<file path="src/sv/spq_pkg.sv">
// ----------------------------------------------------------------------------
// spq_pkg: shared types and constants of the sorted priority queue
// Entry layout, operation and status codes, and default capacity.
// ----------------------------------------------------------------------------
`default_nettype none

package spq_pkg;

  // Default number of entries the queue can hold.
  localparam int unsigned SPQ_CAPACITY = 16;

  // Width of the payload and priority fields.
  localparam int unsigned SPQ_WORD_W = 32;

  // Operation codes carried by a request.
  typedef enum logic [1:0] {
    OP_ENQ  = 2'd0,
    OP_DEQ  = 2'd1,
    OP_PEEK = 2'd2,
    OP_NOP  = 2'd3
  } op_t;

  // Status codes returned with each result.
  typedef enum logic [1:0] {
    ST_OK    = 2'd0,
    ST_EMPTY = 2'd1,
    ST_FULL  = 2'd2
  } status_t;

  // One stored entry of the chain.
  typedef struct packed {
    logic                         vld;
    logic signed [SPQ_WORD_W-1:0] data;
    logic signed [SPQ_WORD_W-1:0] prio;
  } entry_t;

  // Commands broadcast to every cell in the chain.
  typedef struct packed {
    logic enq;
    logic deq;
  } cell_ctl_t;

endpackage : spq_pkg

`default_nettype wire

</file>
<file path="src/sv/spq_cell.sv">
// ----------------------------------------------------------------------------
// spq_cell: one slot of the sorted chain
// Holds one entry, compares it against the incoming priority, and takes its
// next value from itself, the left or right neighbor, or the new entry.
// ----------------------------------------------------------------------------
`default_nettype none

module spq_cell (
  input  wire logic                                         clk,
  input  wire logic                                         rst_n,
  input  wire spq_pkg::cell_ctl_t                           ctl,
  input  wire logic signed [spq_pkg::SPQ_WORD_W-1:0]        new_data,
  input  wire logic signed [spq_pkg::SPQ_WORD_W-1:0]        new_prio,
  input  wire spq_pkg::entry_t                              left_ent,
  input  wire logic                                         left_gt,
  input  wire spq_pkg::entry_t                              right_ent,
  output spq_pkg::entry_t                                   ent,
  output logic                                              gt
);
  import spq_pkg::*;

  entry_t ent_r;
  entry_t ent_nxt;

  // An empty slot counts as greater, so a new entry lands in the first
  // free slot when every stored priority is lower or equal.
  assign gt  = !ent_r.vld || (ent_r.prio > new_prio);
  assign ent = ent_r;

  // Insert shifts the tail right; removal shifts everything left.
  always_comb begin
    ent_nxt = ent_r;
    if (ctl.deq) begin
      ent_nxt = right_ent;
    end else if (ctl.enq && gt) begin
      if (left_gt) begin
        ent_nxt = left_ent;
      end else begin
        ent_nxt.vld  = 1'b1;
        ent_nxt.data = new_data;
        ent_nxt.prio = new_prio;
      end
    end
  end

  // Valid flag is control state and is cleared by reset; the payload needs
  // no reset.
  always_ff @(posedge clk) begin
    if (!rst_n) begin
      ent_r.vld <= 1'b0;
    end else begin
      ent_r.vld <= ent_nxt.vld;
    end
    ent_r.data <= ent_nxt.data;
    ent_r.prio <= ent_nxt.prio;
  end

endmodule : spq_cell

`default_nettype wire

</file>
<file path="src/sv/sorted_priority_queue.sv">
// ----------------------------------------------------------------------------
// sorted_priority_queue: min-first priority queue built as a chain of cells
// Enqueue, dequeue and peek on a sorted row of (data, priority) entries.
// ----------------------------------------------------------------------------
// The queue accepts one request per clock cycle and returns its result in the
// next cycle from an output register; requests keep flowing as long as the
// result is taken. Each of the CAPACITY cells holds one entry and compares
// its priority against the incoming one in parallel, so an enqueue or a
// dequeue updates every cell at once, whatever the fill level. The lowest
// priority sits in cell 0; equal priorities leave in arrival order. A full
// queue rejects an enqueue with status full, and dequeue or peek on an empty
// queue returns status empty. Whenever no entry is returned, data and
// priority read as -1. After reset the queue is empty and ready at once.
`default_nettype none

module sorted_priority_queue #(
  parameter int unsigned CAPACITY = spq_pkg::SPQ_CAPACITY
) (
  input  wire logic                                  clk,
  input  wire logic                                  rst_n,
  input  wire logic                                  in_valid,
  output logic                                       in_ready,
  input  wire logic [1:0]                            in_op,
  input  wire logic signed [spq_pkg::SPQ_WORD_W-1:0] in_item_data,
  input  wire logic signed [spq_pkg::SPQ_WORD_W-1:0] in_item_priority,
  output logic                                       out_valid,
  input  wire logic                                  out_ready,
  output logic [1:0]                                 out_status,
  output logic signed [spq_pkg::SPQ_WORD_W-1:0]      out_front_data,
  output logic signed [spq_pkg::SPQ_WORD_W-1:0]      out_front_priority
);
  import spq_pkg::*;

  op_t       op;
  logic      accept;
  logic      is_full;
  logic      is_empty;
  cell_ctl_t ctl;

  entry_t    cell_ent [CAPACITY];
  logic      cell_gt  [CAPACITY];

  logic                         out_valid_r;
  logic                         out_valid_nxt;
  status_t                      out_status_r;
  status_t                      out_status_nxt;
  logic signed [SPQ_WORD_W-1:0] out_data_r;
  logic signed [SPQ_WORD_W-1:0] out_data_nxt;
  logic signed [SPQ_WORD_W-1:0] out_prio_r;
  logic signed [SPQ_WORD_W-1:0] out_prio_nxt;

  // Handshake: take a new request whenever the result slot frees up.
  assign op       = op_t'(in_op);
  assign in_ready = !out_valid_r || out_ready;
  assign accept   = in_valid && in_ready;
  assign is_full  = cell_ent[CAPACITY-1].vld;
  assign is_empty = !cell_ent[0].vld;

  // Commands for the chain, gated by fill level.
  assign ctl.enq = accept && (op == OP_ENQ) && !is_full;
  assign ctl.deq = accept && (op == OP_DEQ) && !is_empty;

  // Chain of cells; cell 0 holds the front entry.
  for (genvar i = 0; i < CAPACITY; i++) begin : g_cell
    entry_t left_ent;
    logic   left_gt;
    entry_t right_ent;

    if (i == 0) begin : g_head
      assign left_ent = '0;
      assign left_gt  = 1'b0;
    end else begin : g_body
      assign left_ent = cell_ent[i-1];
      assign left_gt  = cell_gt[i-1];
    end

    if (i == CAPACITY - 1) begin : g_tail
      assign right_ent = '0;
    end else begin : g_inner
      assign right_ent = cell_ent[i+1];
    end

    spq_cell u_cell (
      .clk       (clk),
      .rst_n     (rst_n),
      .ctl       (ctl),
      .new_data  (in_item_data),
      .new_prio  (in_item_priority),
      .left_ent  (left_ent),
      .left_gt   (left_gt),
      .right_ent (right_ent),
      .ent       (cell_ent[i]),
      .gt        (cell_gt[i])
    );
  end

  // Result for the accepted request.
  always_comb begin
    out_valid_nxt  = out_valid_r && !out_ready;
    out_status_nxt = out_status_r;
    out_data_nxt   = out_data_r;
    out_prio_nxt   = out_prio_r;
    if (accept) begin
      out_valid_nxt  = 1'b1;
      out_status_nxt = ST_OK;
      out_data_nxt   = '1;
      out_prio_nxt   = '1;
      unique case (op)
        OP_ENQ: begin
          if (is_full) begin
            out_status_nxt = ST_FULL;
          end
        end
        OP_DEQ, OP_PEEK: begin
          if (is_empty) begin
            out_status_nxt = ST_EMPTY;
          end else begin
            out_data_nxt = cell_ent[0].data;
            out_prio_nxt = cell_ent[0].prio;
          end
        end
        default: begin
          out_status_nxt = ST_OK;
        end
      endcase
    end
  end

  // Output valid is control state.
  always_ff @(posedge clk) begin
    if (!rst_n) begin
      out_valid_r <= 1'b0;
    end else begin
      out_valid_r <= out_valid_nxt;
    end
  end

  // Result payload register.
  always_ff @(posedge clk) begin
    out_status_r <= out_status_nxt;
    out_data_r   <= out_data_nxt;
    out_prio_r   <= out_prio_nxt;
  end

  assign out_valid          = out_valid_r;
  assign out_status         = out_status_r;
  assign out_front_data     = out_data_r;
  assign out_front_priority = out_prio_r;

endmodule : sorted_priority_queue

`default_nettype wire

</file>
<file path="config.mk">
export PLATFORM = sky130hd
export DESIGN_NAME = sorted_priority_queue
export DESIGN_NICKNAME = d
export VERILOG_FILES = /design/src/sv/spq_pkg.sv /design/src/sv/spq_cell.sv /design/src/sv/sorted_priority_queue.sv
export SDC_FILE = /design/constraint.sdc
export NUM_CORES = 2
export LEC_CHECK = 0
export BUFFER_PORTS_ARGS = -buffer_cell sky130_fd_sc_hd__buf_4
export CAP_MARGIN = 20
export CELL_PAD_IN_SITES_DETAIL_PLACEMENT = 0
export CELL_PAD_IN_SITES_GLOBAL_PLACEMENT = 2
export CORE_MARGIN = 2
export CORE_UTILIZATION = 30
export CTS_CLUSTER_DIAMETER = 40
export CTS_CLUSTER_SIZE = 20
export DETAILED_ROUTE_END_ITERATION = 8
export GPL_TIMING_DRIVEN = 0
export HOLD_SLACK_MARGIN = 0.12
export PLACE_DENSITY_LB_ADDON = 0.1
export SLEW_MARGIN = 20
export SYNTH_ARGS = -nofsm -noshare
export SYNTH_HDL_FRONTEND = slang
export SYNTH_SLANG_ARGS = --single-unit
export TNS_END_PERCENT = 5
</file>
<file path="constraint.sdc">
create_clock -name clk -period 8.5 [get_ports clk]
set_input_delay 1.275 -clock clk [delete_from_list [all_inputs] [get_ports clk]]
set_output_delay 1.275 -clock clk [all_outputs]
set_load 0.02 [all_outputs]
</file>
==> flow_summary.rst <==
.. list-table::
   :header-rows: 1

   * - Metric
     - Value
   * - Post-synthesis mux area share
     - 6.124%
   * - Final worst clock skew
     - 82.58 ps
   * - Resize count post-CTS
     - 0
   * - Overall die area
     - 227200 um2
   * - Via density per instance
     - 5.786
   * - Inst Count DP
     - 9845
   * - I/O pins
     - 138
   * - Total congestion overflow after global routing
     - 0
   * - Sequential group share of total power
     - 31.9%
   * - Fraction of the yosys area taken by sequential cells
     - 48.38%
   * - H-tree depth reported by CTS
     - 5
   * - Core Footprint
     - 222100 um2
   * - Final hold vios
     - 0
   * - Largest net degree at the start of global routing
     - 39
   * - Warnings from Yosys
     - 0
   * - Clock transition at path regs
     - 40 ps
   * - Antenna violations before repair
     - 25
   * - Final clock period utilization by the worst path
     - 88.68%
   * - Total iterations of the first detailed-routing run
     - 5
   * - Gpl congestion
     - 0.9373
   * - EDFF count, synth
     - 1026
   * - Type of the tightest min-delay check
     - register to register
   * - Cell type contributing the most total cell area after synthesis
     - sky130_fd_sc_hd__edfxtp_1
   * - NumNets Final
     - 7736
   * - Initial cell density of the core
     - 30.18%
   * - Kind of start point of the critical path
     - input pin
   * - Remaining antenna violation count
     - 0
   * - WL final
     - 348400 um
   * - Post-CTS Setup Repair Bufs
     - 0
   * - TritonCTS clock tree
     - done
   * - Critical path peak fanout
     - 19
   * - Worst path arrival time
     - 8200 ps
   * - Worst Path Class, Setup
     - input pin to register
   * - Post-route setup slack
     - 962.1 ps
   * - Clock latency on the worst-skew pair
     - 950 ps
   * - Post-Synthesis Mean Instance Area
     - 10.00 um2
   * - CP required
     - 9160 ps
   * - Area growth from synthesis to layout
     - 24.93%
   * - Net switching power
     - 4.985 mW
   * - RSZ-0062 raised after global routing
     - no
   * - Design internal power
     - 15.20 mW
   * - First-iteration detailed-routing DRC count
     - 6955
   * - Gr usage total
     - 29.73%
   * - Filler Cells Inserted
     - 22380
   * - Hold_buf cts
     - 0
   * - Number of global-route vias before repair
     - 59960
   * - IR Drop Worst-Case VDD
     - 0.0001623 V
   * - Slew headroom
     - 15.85%
   * - Kind of end point of the critical path
     - register
   * - Share of flip-flops with an asynchronous set or reset after synthesis
     - 0%
   * - Top cells by instance count after synthesis
     - sky130_fd_sc_hd__edfxtp_1 (1026), sky130_fd_sc_hd__nand2_1 (955), sky130_fd_sc_hd__ha_1 (483), sky130_fd_sc_hd__o21ai_0 (471), sky130_fd_sc_hd__clkbuf_1 (421)
   * - Slack of the worst reg-to-reg path
     - 1780 ps
   * - Share of the synthesized area in compound gates (AO/OA/AOI/OAI)
     - 15.23%
   * - Transition time of the tightest slew-check pin
     - 1262 ps
   * - Synth area leaders
     - sky130_fd_sc_hd__edfxtp_1 (46%), sky130_fd_sc_hd__ha_1 (9.0%), sky130_fd_sc_hd__mux2i_1 (6.1%)
   * - Die extent in y
     - 476.7 um
   * - Basic-gate share of the synthesized area counting and, or, nand and nor cells
     - 17.19%
   * - Total leakage power
     - 31.23 nW
   * - Fraction of power consumed by the clock network
     - 59.7%
   * - Flip-flop and latch count after synthesis
     - 1107
   * - Final min period
     - 7538 ps
   * - Mean routed wirelength per cell
     - 33.49 um
   * - Combinational family with the most area after synthesis
     - simple AND/OR/NAND/NOR gates
   * - Die W
     - 476.7 um
   * - Number of nets produced by synthesis
     - 7255
   * - Filler-free cell count of the finished design
     - 10400
   * - Most numerous cell in the Yosys netlist
     - sky130_fd_sc_hd__edfxtp_1
   * - Peak Freq
     - 0.1327 GHz
   * - Cell at the root of the clock tree
     - sky130_fd_sc_hd__clkbuf_16
   * - Num Clock Sinks
     - 1107
   * - Adder-cell share of the synthesized area
     - 9.015%
   * - Global-route wire length before repair
     - 476800 um
   * - Clock buffer depth
     - 4
   * - Fraction of synthesized cell area in xor and xnor cells
     - 0%
   * - Power per unit of standard cell area
     - 241.0 nW/um2
   * - Run status
     - complete, no violations
   * - Synth Instances
     - 6702
   * - Max-cap violations
     - 0
   * - Post-synthesis cell type count
     - 71
   * - Total via count in the routed design
     - 60180
   * - Dominant register cell in the synthesized netlist
     - sky130_fd_sc_hd__edfxtp_1
   * - Clock buffers created by TritonCTS
     - 308
   * - Row count
     - 173
   * - Share of post-route cells with drive strength above 1
     - 13.98%
   * - Power share of the combinational group
     - 8.4%
   * - DRC violations left
     - 0
   * - Max Slew Vio Count
     - 0
   * - Sum of net half-perimeters after detailed placement
     - 267700 um
   * - Placement Setup Slack
     - 209.8 ps
   * - Buffers on Ports
     - 105
   * - Post-Syn Area
     - 67030 um2
   * - Switching Share
     - 24.70%
   * - Top-area cell type share of the netlist area
     - 45.96%
   * - Total setup violations reported at the end of the flow
     - 0
layout by cell type, fill, tap and decap left out, types with 76 or more instances in the layout:
cell type	n
sky130_fd_sc_hd__clkbuf_1	421
sky130_fd_sc_hd__mux2i_1	409
sky130_fd_sc_hd__ha_1	483
sky130_fd_sc_hd__nor2_1	395
sky130_fd_sc_hd__nand4_1	154
sky130_fd_sc_hd__nand2_1	943
sky130_fd_sc_hd__o31ai_1	130
sky130_fd_sc_hd__clkbuf_16	317
sky130_fd_sc_hd__nor4_1	133
sky130_fd_sc_hd__a21oi_1	298
sky130_fd_sc_hd__buf_2	86
sky130_fd_sc_hd__o211ai_1	272
sky130_fd_sc_hd__o21ai_0	464
sky130_fd_sc_hd__nand3_1	323
sky130_fd_sc_hd__nor3_1	345
sky130_fd_sc_hd__buf_4	144
sky130_fd_sc_hd__a21o_1	76
sky130_fd_sc_hd__inv_1	81
sky130_fd_sc_hd__dfxtp_1	81
sky130_fd_sc_hd__o221a_2	127
sky130_fd_sc_hd__edfxtp_1	1026
cell families (layout without fill, tap and decap cells):
| logic type | count (synthesis) | count (layout) |
|---|---|---|
| adders and majority gates | 483 | 483 |
| buffers and inverters | 648 | 1363 |
| other | 0 | 10 |
| DFF | 1107 | 1107 |
| AOI/OAI and AO/OA | 1553 | 1553 |
| and+or+nand+nor | 2501 | 2501 |
| muxes | 410 | 410 |
power by group through the flow:
stage / registers (mW) / logic (mW) / clock network (mW)
6_report: 6.43 / 1.70 / 12.0
4_1_cts: 6.43 / 1.67 / 12.2
5_1_grt: 6.45 / 1.83 / 12.4
3_5_place_dp: 6.52 / 1.67 / 0
2_1_floorplan: 6.47 / 0.946 / 0
3_3_place_gp: 6.57 / 1.57 / 0
metrics by stage:
stage / hold slack [ps] / cell area (um2) / TNS [ps] / utilization, % / total power, mW
after floorplan: 458.1 / 67030 / -295440 / - / 7.415
after global placement: 506.7 / 71540 / -7055610 / 32.21 / 8.137
after detailed placement: 515.8 / 73180 / 0 / 32.95 / 8.187
after CTS: 506.9 / 83670 / 0 / 37.67 / 20.27
after global routing: 538.7 / 83720 / 0 / 37.70 / 20.72
final: 521.4 / 83740 / 0 / 37.71 / 20.18
sequential cells by signal, indices dropped and copies added, names as in the netlist:
signal,cells
g_cell.u_cell.ent,1040
out_front_data,32
out_front_priority,32
out_status,2
out_valid,1
worst paths after layout:
kind                                                             from                            endpoint  cells past startpoint
worst max-delay path                             in_item_priority[23]  g_cell[0].u_cell.ent[44]$_DFFE_PP_                     14
worst min-delay path            g_cell[15].u_cell.ent[5]$_SDFFE_PP0P_  g_cell[14].u_cell.ent[5]$_DFFE_PP_                      2
worst max register to register     g_cell[0].u_cell.ent[23]$_DFFE_PP_  g_cell[0].u_cell.ent[44]$_DFFE_PP_                     12
worst min register to register  g_cell[15].u_cell.ent[5]$_SDFFE_PP0P_  g_cell[14].u_cell.ent[5]$_DFFE_PP_                      2
final cells by class:
cell class | count | area (um2) | share of cell area (%)
repair buffers | 171 | 2142 | 2.558
multi-input cells | 4947 | 32140 | 38.38
clock inverters | 170 | 2228 | 2.661
diodes | 10 | 25.02 | 0.02988
inverters | 81 | 304.0 | 0.3631
plain buffers | 567 | 2480 | 2.961
clock buffers | 374 | 8267 | 9.872
flip-flops and latches | 1107 | 32430 | 38.73
well taps | 2975 | 3722 | 4.445
worst max-delay path: stages:
cell	delay (ps)
sky130_fd_sc_hd__buf_4	160
sky130_fd_sc_hd__inv_1	760
sky130_fd_sc_hd__ha_1	290
sky130_fd_sc_hd__nand2_1	90
sky130_fd_sc_hd__nor4_1	750
sky130_fd_sc_hd__nand2_1	710
sky130_fd_sc_hd__a41oi_2	1010
sky130_fd_sc_hd__o21bai_1	580
sky130_fd_sc_hd__a31oi_1	820
sky130_fd_sc_hd__buf_4	510
sky130_fd_sc_hd__buf_4	340
sky130_fd_sc_hd__o21ai_4	250
sky130_fd_sc_hd__buf_12	280
sky130_fd_sc_hd__buf_16	180
layer usage:
| layer | vias to the layer above | part of all wire (%) | track usage, % |
|---|---|---|---|
| met5 | - | 0.012 | 0 |
| met4 | 6 | 3.3 | 9.995 |
| met3 | 488 | 8.7 | 6.566 |
| met2 | 2728 | 44 | 45.36 |
| met1 | 30380 | 44 | 41.40 |
| li1 | 26580 | - | - |
(Power assumes the default switching activity.)
